**config.mk**
```make
export PLATFORM = sky130hd
export DESIGN_NAME = motor_command_frame_parser
export DESIGN_NICKNAME = d
export VERILOG_FILES = /design/src/rtl/mcfp_pkg.sv /design/src/rtl/motor_command_frame_parser.sv /design/src/rtl/mcfp_duty.sv
export SDC_FILE = /design/constraint.sdc
export NUM_CORES = 1
export LEC_CHECK = 0
export ABC_CLOCK_PERIOD_IN_PS = 8710
export BUFFER_PORTS_ARGS = -buffer_cell sky130_fd_sc_hd__buf_2
export CAP_MARGIN = 30
export CORE_MARGIN = 1.5
export CORE_UTILIZATION = 55
export CTS_CLUSTER_SIZE = 16
export DETAILED_ROUTE_END_ITERATION = 10
export GPL_ROUTABILITY_DRIVEN = 0
export PLACE_DENSITY = 0.85
export SLEW_MARGIN = 25
export SYNTH_ARGS = -nofsm -noshare
export SYNTH_HDL_FRONTEND = slang
export SYNTH_SLANG_ARGS = --single-unit
export TNS_END_PERCENT = 10
```
**constraint.sdc**
```tcl
create_clock -name clk -period 8.71 [get_ports clk]
set_clock_uncertainty 0.1 [all_clocks]
set_input_delay 0.4355 -clock clk [delete_from_list [all_inputs] [get_ports clk]]
set_output_delay 0.4355 -clock clk [all_outputs]
set_load 0.1 [all_outputs]
```
**src/rtl/mcfp_pkg.sv**
```systemverilog
package mcfp_pkg;

  // Frame layout
  localparam int FRAME_LENGTH = 5;
  localparam int POS_W        = 3;

  // Frame byte codes (ASCII)
  localparam logic [7:0] HEADER_BYTE = 8'h23;  // '#'
  localparam logic [7:0] DIGIT_ZERO  = 8'h30;  // '0'
  localparam logic [7:0] DIGIT_NINE  = 8'h39;  // '9'
  localparam logic [7:0] SIDE_LEFT   = 8'h6C;  // 'l'
  localparam logic [7:0] SIDE_RIGHT  = 8'h72;  // 'r'
  localparam logic [7:0] DIR_FWD     = 8'h66;  // 'f'
  localparam logic [7:0] DIR_STOP    = 8'h73;  // 's'
  localparam logic [7:0] DIR_REV     = 8'h72;  // 'r'

  // Configuration register map
  localparam int CFG_INDEX_W = 2;
  localparam int CFG_DATA_W  = 10;
  localparam logic [CFG_INDEX_W-1:0] CFG_SCALE_FACTOR   = 2'd0;
  localparam logic [CFG_INDEX_W-1:0] CFG_FULL_THRESHOLD = 2'd1;
  localparam logic [CFG_INDEX_W-1:0] CFG_FULL_DUTY      = 2'd2;
  localparam logic [CFG_INDEX_W-1:0] CFG_STOP_DUTY      = 2'd3;

  localparam int SCALE_W = 4;
  localparam int LEVEL_W = 10;
  localparam int VALUE_W = 7;   // two-digit value, 0..99
  localparam int SPEED_W = VALUE_W + SCALE_W;

  localparam logic [SCALE_W-1:0] SCALE_RESET     = 4'd3;
  localparam logic [LEVEL_W-1:0] THRESHOLD_RESET = 10'd280;
  localparam logic [LEVEL_W-1:0] FULL_RESET      = 10'd800;
  localparam logic [LEVEL_W-1:0] STOP_RESET      = 10'd800;

  typedef struct packed {
    logic [SCALE_W-1:0] scale_factor;
    logic [LEVEL_W-1:0] full_threshold;
    logic [LEVEL_W-1:0] full_duty;
    logic [LEVEL_W-1:0] stop_duty;
  } cfg_t;

  // Fields latched from the first bytes of a frame
  typedef struct packed {
    logic [7:0] side_char;
    logic [7:0] direction_char;
    logic [3:0] tens_digit;
    logic       digit_bad;
  } frame_t;

  function automatic logic is_digit(input logic [7:0] b);
    return (b >= DIGIT_ZERO) && (b <= DIGIT_NINE);
  endfunction

endpackage

```
**src/rtl/motor_command_frame_parser.sv**
```systemverilog
// Channel  Handshake             Payload                                     Dir
// -------  --------------------  ------------------------------------------  ---
// input    in_valid / in_ready   rx_byte[7:0]                                in
// output   out_valid / out_ready motor_side, forward_duty, reverse_duty      out
// config   cfg_we (no wait)      cfg_index[1:0], cfg_data[9:0]               in
//
// One byte per cycle is accepted while in_ready is high; a result appears in the output register the
// cycle after the final frame byte is transferred.
// Latency is set by the single result register after the final-byte logic.
// in_ready drops only while a result is held and out_ready is low.
// rst (synchronous) clears the frame position, the output valid and restores
// the configuration defaults.
module motor_command_frame_parser #(
  parameter int DUTY_WIDTH = 10
) (
  input  logic                                clk,
  input  logic                                rst,
  // byte input
  input  logic                                in_valid,
  output logic                                in_ready,
  input  logic [7:0]                          rx_byte,
  // duty update output
  output logic                                out_valid,
  input  logic                                out_ready,
  output logic                                motor_side,
  output logic [DUTY_WIDTH-1:0]               forward_duty,
  output logic [DUTY_WIDTH-1:0]               reverse_duty,
  // configuration writes
  input  logic                                cfg_we,
  input  logic [mcfp_pkg::CFG_INDEX_W-1:0]    cfg_index,
  input  logic [mcfp_pkg::CFG_DATA_W-1:0]     cfg_data
);

  // Frame position codes; values above POS_UNITS behave as idle
  localparam logic [mcfp_pkg::POS_W-1:0] POS_IDLE  = 3'd0;
  localparam logic [mcfp_pkg::POS_W-1:0] POS_SIDE  = 3'd1;
  localparam logic [mcfp_pkg::POS_W-1:0] POS_DIR   = 3'd2;
  localparam logic [mcfp_pkg::POS_W-1:0] POS_TENS  = 3'd3;
  localparam logic [mcfp_pkg::POS_W-1:0] POS_UNITS = mcfp_pkg::POS_W'(mcfp_pkg::FRAME_LENGTH - 1);

  mcfp_pkg::cfg_t               cfg;
  mcfp_pkg::frame_t             frame;
  mcfp_pkg::frame_t             frame_next;
  logic [mcfp_pkg::POS_W-1:0]   frame_position;
  logic [mcfp_pkg::POS_W-1:0]   frame_position_next;

  logic                         in_xfer;
  logic                         result_ok;
  logic                         res_side;
  logic [DUTY_WIDTH-1:0]        res_fwd;
  logic [DUTY_WIDTH-1:0]        res_rev;

  // Output slot is free, or is emptied in this same cycle
  assign in_ready = !out_valid || out_ready;
  assign in_xfer  = in_valid && in_ready;

  // ---------------------------------------------------------------------
  // Configuration registers
  // ---------------------------------------------------------------------
  always_ff @(posedge clk) begin
    if (rst) begin
      cfg.scale_factor   <= mcfp_pkg::SCALE_RESET;
      cfg.full_threshold <= mcfp_pkg::THRESHOLD_RESET;
      cfg.full_duty      <= mcfp_pkg::FULL_RESET;
      cfg.stop_duty      <= mcfp_pkg::STOP_RESET;
    end else if (cfg_we) begin
      case (cfg_index)
        mcfp_pkg::CFG_SCALE_FACTOR:   cfg.scale_factor   <= cfg_data[mcfp_pkg::SCALE_W-1:0];
        mcfp_pkg::CFG_FULL_THRESHOLD: cfg.full_threshold <= cfg_data;
        mcfp_pkg::CFG_FULL_DUTY:      cfg.full_duty      <= cfg_data;
        mcfp_pkg::CFG_STOP_DUTY:      cfg.stop_duty      <= cfg_data;
        default: ;
      endcase
    end
  end

  // ---------------------------------------------------------------------
  // Frame tracking: header hunt, then latch side, direction, tens digit
  // ---------------------------------------------------------------------
  always_comb begin
    frame_next          = frame;
    frame_position_next = frame_position;
    case (frame_position)
      POS_SIDE: begin
        frame_next.side_char = rx_byte;
        frame_position_next  = POS_DIR;
      end
      POS_DIR: begin
        frame_next.direction_char = rx_byte;
        frame_position_next       = POS_TENS;
      end
      POS_TENS: begin
        if (mcfp_pkg::is_digit(rx_byte)) begin
          frame_next.tens_digit = 4'(rx_byte - mcfp_pkg::DIGIT_ZERO);
          frame_next.digit_bad  = 1'b0;
        end else begin
          frame_next.tens_digit = 4'd0;
          frame_next.digit_bad  = 1'b1;
        end
        frame_position_next = POS_UNITS;
      end
      POS_UNITS: begin
        // final byte: evaluated by the duty unit, frame closes
        frame_position_next = POS_IDLE;
      end
      default: begin
        frame_position_next = (rx_byte == mcfp_pkg::HEADER_BYTE) ? POS_SIDE : POS_IDLE;
      end
    endcase
  end

  always_ff @(posedge clk) begin
    if (rst) begin
      frame_position <= POS_IDLE;
      frame          <= '0;
    end else if (in_xfer) begin
      frame_position <= frame_position_next;
      frame          <= frame_next;
    end
  end

  // ---------------------------------------------------------------------
  // Final-byte evaluation
  // ---------------------------------------------------------------------
  mcfp_duty #(
    .DUTY_WIDTH (DUTY_WIDTH)
  ) u_duty (
    .cfg        (cfg),
    .frame      (frame),
    .units_byte (rx_byte),
    .result_ok  (result_ok),
    .side       (res_side),
    .fwd_duty   (res_fwd),
    .rev_duty   (res_rev)
  );

  // ---------------------------------------------------------------------
  // Result register
  // ---------------------------------------------------------------------
  always_ff @(posedge clk) begin
    if (rst) begin
      out_valid <= 1'b0;
    end else if (in_xfer && frame_position == POS_UNITS && result_ok) begin
      out_valid <= 1'b1;
    end else if (out_ready) begin
      out_valid <= 1'b0;
    end
  end

  always_ff @(posedge clk) begin
    if (in_xfer && frame_position == POS_UNITS && result_ok) begin
      motor_side   <= res_side;
      forward_duty <= res_fwd;
      reverse_duty <= res_rev;
    end
  end

endmodule

```
**src/rtl/mcfp_duty.sv**
```systemverilog
// Final-byte evaluation: decode side/direction, scale, clamp, pick pair.
module mcfp_duty #(
  parameter int DUTY_WIDTH = 10
) (
  input  mcfp_pkg::cfg_t         cfg,
  input  mcfp_pkg::frame_t       frame,
  input  logic [7:0]             units_byte,
  output logic                   result_ok,
  output logic                   side,
  output logic [DUTY_WIDTH-1:0]  fwd_duty,
  output logic [DUTY_WIDTH-1:0]  rev_duty
);

  logic                             side_ok;
  logic                             dir_ok;
  logic [3:0]                       units;
  logic [mcfp_pkg::VALUE_W-1:0]     value;
  logic [mcfp_pkg::SPEED_W-1:0]     product;
  logic [mcfp_pkg::LEVEL_W-1:0]     speed;
  logic [DUTY_WIDTH-1:0]            speed_d;
  logic [DUTY_WIDTH-1:0]            stop_d;

  always_comb begin
    side_ok = 1'b1;
    side    = 1'b0;
    case (frame.side_char)
      mcfp_pkg::SIDE_LEFT:  side = 1'b0;
      mcfp_pkg::SIDE_RIGHT: side = 1'b1;
      default:              side_ok = 1'b0;
    endcase
  end

  assign units   = 4'(units_byte - mcfp_pkg::DIGIT_ZERO);
  assign value   = mcfp_pkg::VALUE_W'(frame.tens_digit) * mcfp_pkg::VALUE_W'(10)
                 + mcfp_pkg::VALUE_W'(units);
  assign product = mcfp_pkg::SPEED_W'(value) * mcfp_pkg::SPEED_W'(cfg.scale_factor);

  // Not above threshold implies the product fits in 10 bits
  assign speed   = (product > mcfp_pkg::SPEED_W'(cfg.full_threshold)) ?
                   cfg.full_duty : product[mcfp_pkg::LEVEL_W-1:0];
  assign speed_d = DUTY_WIDTH'(speed);
  assign stop_d  = DUTY_WIDTH'(cfg.stop_duty);

  always_comb begin
    dir_ok   = 1'b1;
    fwd_duty = stop_d;
    rev_duty = stop_d;
    case (frame.direction_char)
      mcfp_pkg::DIR_FWD:  fwd_duty = speed_d;
      mcfp_pkg::DIR_REV:  rev_duty = speed_d;
      mcfp_pkg::DIR_STOP: ;
      default:            dir_ok = 1'b0;
    endcase
  end

  assign result_ok = !frame.digit_bad && mcfp_pkg::is_digit(units_byte) && side_ok && dir_ok;

endmodule

```
==> metrics.txt, run 1 <==
# TYPE chip_impl_metric gauge
chip_impl_metric{name="setup_slack_after_placement",unit="ns"} 2.45
chip_impl_metric{name="postCtsHoldBufs",unit=""} 0
chip_impl_metric{name="floorplan.die_area",unit="sq um"} 8920
chip_impl_metric{name="nNetsFinal",unit=""} 614
chip_impl_info{name="timing.setup.critical_path_class",value="reg -> reg"} 1
chip_impl_metric{name="crit_path_max_incr_delay",unit="ns"} 0.79
chip_impl_metric{name="place_hpwl",unit="mm"} 7.37
chip_impl_info{name="crit-reg2reg-capture",value="forward_duty[3]"} 1
chip_impl_metric{name="inserted_diodes",unit=""} 0
chip_impl_info{name="setup.worst_path.start_class",value="flip-flop"} 1
chip_impl_metric{name="synthesis.yosys.warnings",unit=""} 0
chip_impl_metric{name="r2r_setup_slack",unit="ns"} 2.51
chip_impl_metric{name="path_clk_slew",unit="ns"} 0.09
chip_impl_metric{name="start_util",unit="%"} 56.3
chip_impl_metric{name="vias_per_cell",unit=""} 5.64
chip_impl_metric{name="final.fill_count",unit=""} 684
chip_impl_metric{name="portBuffers",unit=""} 47
chip_impl_metric{name="number_of_global_route_vias_before_repair",unit=""} 3619
chip_impl_metric{name="std_cell_rows",unit=""} 33
chip_impl_metric{name="cts-root-to-sink-buffers",unit=""} 2
chip_impl_metric{name="post_cts.resized_instances",unit=""} 0
chip_impl_info{name="synth_top_cell_by_area",value="dfxtp_1"} 1
chip_impl_metric{name="grt_max_degree",unit=""} 60
chip_impl_metric{name="drc",unit=""} 0
chip_impl_metric{name="worst-path-max-fanout",unit=""} 18
chip_impl_metric{name="grtUsageTotal",unit="%"} 23.1
chip_impl_metric{name="max_slew.worst_pin.slew",unit="ns"} 0.884
chip_impl_metric{name="routed_wire_length_per_instance",unit="microns"} 15.0
chip_impl_metric{name="min_period",unit="ns"} 6.20
chip_impl_metric{name="clk_latency",unit="ns"} 0.35
chip_impl_metric{name="h_tree_depth",unit=""} 3
chip_impl_metric{name="relSlewSlack",unit="%"} 41.0
chip_impl_metric{name="flow.area_growth_from_synthesis",unit="%"} 11.1
chip_impl_metric{name="setup-violations-final",unit=""} 0
chip_impl_metric{name="io_pins",unit=""} 48
chip_impl_metric{name="worstPathRequired",unit="ns"} 8.71
chip_impl_info{name="critical-path-slowest-cell",value="o31ai_4"} 1
chip_impl_info{name="synthTopCellsByArea",value="dfxtp_1 (26%), edfxtp_1 (14%), ha_1 (8.4%), nand2_1 (7.2%), fa_1 (5.2%)"} 1
chip_impl_info{name="worst_path_most_repeated_cell",value="ha_1"} 1
chip_impl_metric{name="fraction_of_post_synthesis_cell_area_in_the_top_cell_type_by_area",unit="%"} 25.7
chip_impl_info{name="hold_path.startpoint",value="cfg_data[8]"} 1
chip_impl_metric{name="first_iteration_detailed_routing_drc_count",unit=""} 192
chip_impl_info{name="end_kind",value="flip-flop"} 1
chip_impl_metric{name="cellPowerDensity",unit="nW/um^2"} 146
chip_impl_metric{name="postLayoutCellArea",unit="sq um"} 5110
chip_impl_metric{name="min_delay_path_depth",unit=""} 2
chip_impl_metric{name="layout-drive-gt1-share",unit="%"} 14.7
chip_impl_info{name="cts_root_buffer",value="clkbuf_8"} 1
chip_impl_info{name="min-delay-path-class",value="in -> reg"} 1
chip_impl_info{name="ys_dominant_reg_cell",value="dfxtp_1"} 1
chip_impl_metric{name="avgSynthCellArea",unit="sq um"} 9.11
chip_impl_metric{name="report.final.slew_viol_count",unit=""} 0
chip_impl_metric{name="cts.sink_count",unit=""} 80
chip_impl_metric{name="grt_first_pass_wirelength",unit="mm"} 16.2
chip_impl_metric{name="max_freq",unit="MHz"} 161
chip_impl_metric{name="postLayoutSetupSlackWorst",unit="ns"} 2.51
chip_impl_metric{name="chipHeight",unit="microns"} 94.5
chip_impl_metric{name="worst_ep_arrival_time",unit="ns"} 6.20
chip_impl_metric{name="min_period_over_period",unit="%"} 71.2
chip_impl_metric{name="cts-buffers-inserted",unit=""} 9
chip_impl_metric{name="dr_vias",unit=""} 3702
chip_impl_metric{name="remaining_global_route_overflow",unit=""} 0
chip_impl_metric{name="wirelength",unit="mm"} 9.84
chip_impl_info{name="status",value="finished clean"} 1
chip_impl_info{name="tritoncts",value="yes"} 1
chip_impl_metric{name="synthCells",unit=""} 505
chip_impl_info{name="grt_setup_unrepaired",value="false"} 1
chip_impl_metric{name="floorplan.core_area",unit="sq um"} 8180
chip_impl_metric{name="ant_nets",unit=""} 0
chip_impl_info{name="whs_endpoint",value="cfg[28]"} 1
chip_impl_metric{name="ys_ff_latch",unit=""} 80
chip_impl_info{name="timing.critical_path.cells",value="ha_1 > ha_1 > fa_1 > xnor2_1 > nor2b_1 > fa_1 > inv_1 > fa_1 > inv_1 > ha_1 > o21a_1 > o31a_1 > o21a_1 > nor2_1 > xnor2_1 > ha_1 > o21ai_1 > nand2b_1 > a21oi_1 > o31ai_4 > mux2_4 > mux2_2"} 1
chip_impl_metric{name="share_of_async_settable_or_async_resettable_flops_after_synthesis",unit="%"} 0
chip_impl_metric{name="ir_drop",unit="mV"} 0.104
chip_impl_metric{name="p_leak",unit="nW"} 2.12
chip_impl_metric{name="worst-r2r-cell-count",unit=""} 22
chip_impl_metric{name="power.total",unit="W"} 0.000744
chip_impl_metric{name="cts_setup_buffers",unit=""} 0
chip_impl_metric{name="finalSetupTns",unit="ns"} 0
chip_impl_metric{name="hold_viol_final",unit=""} 0
chip_impl_metric{name="antenna_found_initial",unit=""} 0
chip_impl_metric{name="sequential_area_share_after_synthesis",unit="%"} 39.4
chip_impl_metric{name="yosys.cell_types.count",unit=""} 48
chip_impl_metric{name="synth_enable_flop_cells",unit=""} 21
chip_impl_info{name="worstReg2RegStart",value="frame[2]"} 1
chip_impl_metric{name="timing.max_cap.violations",unit=""} 0
chip_impl_metric{name="synthesis.nets",unit=""} 573
chip_impl_metric{name="placed_cell_area",unit="sq um"} 4930
chip_impl_metric{name="netlist_area",unit="sq um"} 4600
chip_impl_metric{name="chip_width",unit="microns"} 94.5
chip_impl_metric{name="drt_first_pass_iters",unit=""} 6
-- registers in the layout, indices dropped and copies added (netlist names) --
| signal | cells |
|---|---|
| out_valid | 1 |
| cfg | 34 |
| frame_position | 3 |
| motor_side | 1 |
| forward_duty | 10 |
| reverse_duty | 10 |
| frame | 21 |
-- how the worst max path moves through the flow --
stage	from	end	slack, ns	cells past startpoint
floorplan	frame[2]	forward_duty[3]	3.12	21
global placement	rx_byte[1]	reverse_duty[3]	2.66	24
detailed placement	rx_byte[1]	forward_duty[3]	2.45	22
CTS	frame[2]	forward_duty[3]	2.50	22
global route	frame[2]	forward_duty[3]	2.17	22
finish	frame[2]	forward_duty[3]	2.51	22
-- critical path, delay by kind of cell (launching register included) --
kind	cells	cell delay, ns
simple gates	3	0.21
fa+ha+maj	7	2.57
buf+inv	2	0.09
compound gates	6	1.48
flops	1	0.41
xor+xnor	2	0.44
mux	2	0.63
-- power breakdown --
part	leakage, nW	switching (W)	internal (W)
registers	0.670	0.00000462	0.000386
clock network	0.0822	0.000144	0.000105
logic	1.37	0.0000607	0.0000439
total	2.12	0.000209	0.000535
-- through the flow --
stage / hold WS (ns) / std cells / utilization, %
CTS: 0.238 / 656 / 62.5
detailed placement: 0.347 / 640 / 60.3
global route: 0.237 / 656 / 62.5
global placement: 0.341 / 639 / 60.1
finish: 0.239 / 656 / 62.5
floorplan: 0.336 / 505 / -
-- layout make-up --
class	instances	area [sq um]	area share (%)
multi-input cells	372	2610	51.1
flip-flops and latches	80	1810	35.4
repair buffers	49	250	4.90
well taps	105	131	2.57
inverters	34	128	2.50
clock buffers	9	124	2.42
clock inverters	7	53.8	1.05
-- layer usage --
layer  global-route usage, %  up-vias  wire [microns]  share of wire (%)
li1                        -     1800               -                  -
met1                    27.0     1755            4140                 42
met2                    41.6      124            4960                 50
met3                    5.15       23             575                5.8
met4                    7.71        0             170                1.7
met5                       0        -               0                  0
-- synthesized netlist by cell type, types with 4 or more instances --
cell type	instances
nand2_1	88
dfxtp_1	59
a21oi_1	36
nor2_1	34
inv_1	32
ha_1	31
mux2i_1	23
edfxtp_1	21
and2_1	20
clkbuf_1	16
o21ai_1	13
fa_1	12
nand3_1	12
nor2b_1	10
nor3_1	10
a211o_1	7
nand3b_1	7
xnor2_1	7
a21o_1	6
o21ai_0	6
nand2b_1	5
a221o_1	4
and3_1	4
o21a_1	4
-- cells in the final DEF, fill, tap and decap left out, types with 9 or more instances in the layout --
cell / count
inv_1: 32
o21ai_1: 13
a21oi_1: 36
ha_1: 31
nand3_1: 12
nand2_1: 88
nor3_1: 10
mux2i_1: 23
nor2b_1: 10
and2_1: 20
nor2_1: 34
buf_2: 47
clkbuf_8: 9
edfxtp_1: 21
dfxtp_1: 59
fa_1: 12
-- cell families (layout without fill, tap and decap cells) --
logic type	after synthesis	in the layout	share of synthesized area, %
fa+ha+maj	43	43	13.6
simple gates	208	208	22.0
mux	26	26	5.82
xor+xnor	11	11	2.26
buf+inv	53	99	4.46
compound gates	84	84	12.5
flops	80	80	39.4
No activity file was read; power rests on OpenSTA's default activity.
==> run 2, diff against run 1 <==
--- a/config.mk
+++ b/config.mk
@@ -5,7 +5,8 @@
 export SDC_FILE = /design/constraint.sdc
 export NUM_CORES = 1
 export LEC_CHECK = 0
-export ABC_CLOCK_PERIOD_IN_PS = 8710
+export ABC_AREA = 1
+export ABC_CLOCK_PERIOD_IN_PS = 6450
 export BUFFER_PORTS_ARGS = -buffer_cell sky130_fd_sc_hd__buf_2
 export CAP_MARGIN = 30
 export CORE_MARGIN = 1.5
==> constraint.sdc (replaced) <==
create_clock -name clk -period 6.45 [get_ports clk]
set_clock_uncertainty 0.1 [all_clocks]
set_input_delay 0.3225 -clock clk [delete_from_list [all_inputs] [get_ports clk]]
set_output_delay 0.3225 -clock clk [all_outputs]
set_load 0.1 [all_outputs]
==> run 2 against run 1 <==
Effect of this change:
- utilization is 0.11 points higher
- synthesized cell count up 21%
- critical path depth up 4
- critical endpoint is now reverse_duty[3]
- first-iteration DRC count increased by 56%
- non-clock buffer count decreased by 2
- total power grew 45%
- largest power group unchanged
- area after synthesis is 0.38% higher
==> metrics.txt, run 2 <==
# TYPE chip_impl_metric gauge
chip_impl_info{name="tritoncts",value="yes"} 1
chip_impl_metric{name="min_delay_path_depth",unit=""} 3
chip_impl_info{name="synth_top_cell_by_area",value="dfxtp_1"} 1
chip_impl_metric{name="drt_first_pass_iters",unit=""} 5
chip_impl_metric{name="std_cell_rows",unit=""} 33
chip_impl_metric{name="chip_width",unit="microns"} 94.6
chip_impl_metric{name="synthCells",unit=""} 609
chip_impl_metric{name="postCtsHoldBufs",unit=""} 0
chip_impl_metric{name="yosys.cell_types.count",unit=""} 32
chip_impl_metric{name="chipHeight",unit="microns"} 94.6
chip_impl_metric{name="cts-root-to-sink-buffers",unit=""} 2
chip_impl_metric{name="routed_wire_length_per_instance",unit="microns"} 13.4
chip_impl_metric{name="floorplan.die_area",unit="sq um"} 8960
chip_impl_metric{name="cts-buffers-inserted",unit=""} 9
chip_impl_metric{name="flow.area_growth_from_synthesis",unit="%"} 10.8
chip_impl_metric{name="finish.utilization",unit="%"} 62.6
chip_impl_metric{name="number_of_global_route_vias_before_repair",unit=""} 3849
chip_impl_metric{name="min_period_over_period",unit="%"} 87.9
chip_impl_metric{name="remaining_global_route_overflow",unit=""} 0
chip_impl_metric{name="setup-violations-final",unit=""} 0
chip_impl_metric{name="synth_enable_flop_cells",unit=""} 21
chip_impl_metric{name="h_tree_depth",unit=""} 3
chip_impl_info{name="post-synth-top-count-cell",value="nand2_1"} 1
chip_impl_metric{name="max_freq",unit="MHz"} 176
chip_impl_info{name="hold_path.startpoint",value="cfg_data[9]"} 1
chip_impl_info{name="worstReg2RegStart",value="frame[2]"} 1
chip_impl_metric{name="post_cts.resized_instances",unit=""} 0
chip_impl_metric{name="relSlewSlack",unit="%"} 47.3
chip_impl_metric{name="final.fill_count",unit=""} 689
chip_impl_metric{name="synthesis.yosys.warnings",unit=""} 0
chip_impl_info{name="crit-reg2reg-capture",value="reverse_duty[3]"} 1
chip_impl_metric{name="path_clk_slew",unit="ns"} 0.09
chip_impl_metric{name="nNetsFinal",unit=""} 720
chip_impl_metric{name="p_leak",unit="nW"} 2.60
chip_impl_metric{name="worst_ep_arrival_time",unit="ns"} 5.68
chip_impl_metric{name="portBuffers",unit=""} 47
chip_impl_metric{name="finalSetupTns",unit="ns"} 0
chip_impl_metric{name="avgSynthCellArea",unit="sq um"} 7.59
chip_impl_metric{name="start_util",unit="%"} 56.5
chip_impl_metric{name="floorplan.core_area",unit="sq um"} 8180
chip_impl_metric{name="cellPowerDensity",unit="nW/um^2"} 211
chip_impl_metric{name="cts_setup_buffers",unit=""} 0
chip_impl_metric{name="clk_latency",unit="ns"} 0.36
chip_impl_metric{name="min_period",unit="ns"} 5.67
chip_impl_info{name="timing.setup.critical_path_class",value="reg -> reg"} 1
chip_impl_metric{name="grt_max_degree",unit=""} 51
chip_impl_metric{name="layout-drive-gt1-share",unit="%"} 11.4
chip_impl_metric{name="cts.sink_count",unit=""} 80
chip_impl_metric{name="sequential_area_share_after_synthesis",unit="%"} 39.2
chip_impl_info{name="synthTopCellsByArea",value="dfxtp_1 (26%), edfxtp_1 (14%), nand2_1 (11%), ha_1 (8.4%), inv_1 (7.8%)"} 1
chip_impl_metric{name="r2r_setup_slack",unit="ns"} 0.78
chip_impl_metric{name="vias_per_cell",unit=""} 5.41
chip_impl_metric{name="largest_register_ff_count",unit=""} 34
chip_impl_info{name="status",value="finished clean"} 1
chip_impl_metric{name="ant_nets",unit=""} 0
chip_impl_info{name="mostFrequentLayoutCell",value="nand2_1"} 1
chip_impl_metric{name="place_hpwl",unit="mm"} 7.61
chip_impl_metric{name="inserted_diodes",unit=""} 0
chip_impl_info{name="final_cell_mix",value="nand2_1 (130), inv_1 (95), nor2_1 (62), dfxtp_1 (59), buf_2 (47)"} 1
chip_impl_metric{name="worst-path-max-fanout",unit=""} 11
chip_impl_metric{name="dr_vias",unit=""} 4120
chip_impl_metric{name="first_iteration_detailed_routing_drc_count",unit=""} 300
chip_impl_metric{name="netlist_area",unit="sq um"} 4620
chip_impl_metric{name="wirelength",unit="mm"} 10.2
chip_impl_info{name="biggest_registers_after_layout",value="cfg x34, frame x21"} 1
chip_impl_metric{name="report.final.slew_viol_count",unit=""} 0
chip_impl_metric{name="antenna_found_initial",unit=""} 0
chip_impl_info{name="setup.worst_path.start_class",value="flip-flop"} 1
chip_impl_metric{name="ir_drop",unit="mV"} 0.108
chip_impl_metric{name="ys_ff_latch",unit=""} 80
chip_impl_metric{name="timing.max_cap.violations",unit=""} 0
chip_impl_metric{name="share_of_async_settable_or_async_resettable_flops_after_synthesis",unit="%"} 0
chip_impl_metric{name="worst-r2r-cell-count",unit=""} 26
chip_impl_info{name="min-delay-path-class",value="in -> reg"} 1
chip_impl_info{name="registers.top_by_ff_count",value="cfg"} 1
chip_impl_info{name="grt_setup_unrepaired",value="false"} 1
chip_impl_metric{name="synthesis.nets",unit=""} 677
chip_impl_metric{name="grtUsageTotal",unit="%"} 24.1
chip_impl_metric{name="drc",unit=""} 0
chip_impl_metric{name="max_slew.worst_pin.slew",unit="ns"} 0.787
chip_impl_info{name="ys_dominant_reg_cell",value="dfxtp_1"} 1
chip_impl_metric{name="fraction_of_post_synthesis_cell_area_in_the_top_cell_type_by_area",unit="%"} 25.6
chip_impl_info{name="whs_endpoint",value="cfg[19]"} 1
chip_impl_metric{name="hold_viol_final",unit=""} 0
chip_impl_metric{name="grt_first_pass_wirelength",unit="mm"} 16.9
chip_impl_info{name="end_kind",value="flip-flop"} 1
chip_impl_metric{name="io_pins",unit=""} 48
chip_impl_info{name="synth_common_cells",value="nand2_1 (130), inv_1 (96), nor2_1 (62)"} 1
chip_impl_metric{name="worstPathRequired",unit="ns"} 6.46
chip_impl_info{name="cts_root_buffer",value="clkbuf_8"} 1
## run 2: cell types whose count changed after synthesis, moves of 7 or more
cell / before / now
nand3_1: 12 / 46
mux2i_1: 23 / 0
nor2_1: 34 / 62
o211ai_1: 0 / 7
and2_1: 20 / 0
o21ai_1: 13 / 1
inv_1: 32 / 96
nand2_1: 88 / 130
o21ai_0: 6 / 40
clkbuf_1: 16 / 8
nor2b_1: 10 / 0
a211o_1: 7 / 0
## run 2: final cells by class
type                            count  area (sq um)  share of cell area [%]
Inverter                          101           379                    7.40
Tap cell                          105           131                    2.57
Timing Repair Buffer               47           235                    4.59
Clock buffer                       12           166                    3.25
Multi-Input combinational cell    413          2340                    45.8
Clock inverter                      4          51.3                    1.00
Sequential cell                    80          1810                    35.4
## run 2: stage by stage
| step | hold slack [ns] | power (W) | std cells | setup WS, ns | area [sq um] |
|---|---|---|---|---|---|
| detailed placement | 0.353 | 0.000691 | 746 | 0.862 | 4900 |
| global placement | 0.342 | 0.000682 | 746 | 1.10 | 4900 |
| global route | 0.122 | 0.00112 | 762 | 0.362 | 5120 |
| floorplan | 0.330 | 0.000646 | 609 | 1.47 | 4620 |
| finish | 0.113 | 0.00108 | 762 | 0.779 | 5120 |
| CTS | 0.106 | 0.00108 | 762 | 0.837 | 5120 |
## run 2: worst max-delay path, stage by stage, from the launching register on
cell and delay (ns):
dfxtp_1 0.42, ha_1 0.26, ha_1 0.21, fa_1 0.47, inv_1 0.06, xor2_1 0.30
nor2_1 0.09, fa_1 0.48, inv_1 0.05, fa_1 0.54, inv_1 0.05, ha_1 0.34
a21oi_1 0.26, nor2_1 0.06, nor2_1 0.14, nand3b_1 0.09, nand2_1 0.10, inv_1 0.05
ha_1 0.29, and3_1 0.19, nand2_1 0.06, nand2_1 0.05, nand2_1 0.21, nand2_2 0.27
nand2_1 0.11, nand3_1 0.09, nand2_1 0.06
## run 2: logic make-up (layout without fill, tap and decap cells)
kind of cell    Yosys count  in the layout  share of synthesized area (%)
simple gates            269            269                           25.0
compound gates           93             93                           10.6
buf+inv                 116            164                           10.0
flops                    80             80                           39.2
xor+xnor                  8              8                           1.52
fa+ha+maj                43             43                           13.6
## run 2: worst max path at each step
| stage | start | to | slack [ns] | cells after the start |
|---|---|---|---|---|
| 6_report | frame[2] | reverse_duty[3] | 0.78 | 26 |
| 5_1_grt | frame[3] | reverse_duty[3] | 0.36 | 27 |
| 4_1_cts | frame[2] | forward_duty[8] | 0.84 | 26 |
| 3_5_place_dp | frame[2] | forward_duty[8] | 0.86 | 26 |
| 3_3_place_gp | frame[3] | forward_duty[9] | 1.10 | 27 |
| 2_1_floorplan | frame[2] | forward_duty[5] | 1.47 | 26 |
## run 2: per-layer routing
layer | track usage [%] | wire length, microns
met1 | 29.5 | 4360
met2 | 40.5 | 4980
met3 | 5.31 | 620
met4 | 10.9 | 229
met5 | 0 | 0
## run 2: power by group
group | internal [W] | switching, W
combinational | 0.0000527 | 0.0000995
sequential | 0.000525 | 0.00000616
clock | 0.000213 | 0.000185
total | 0.000791 | 0.000291
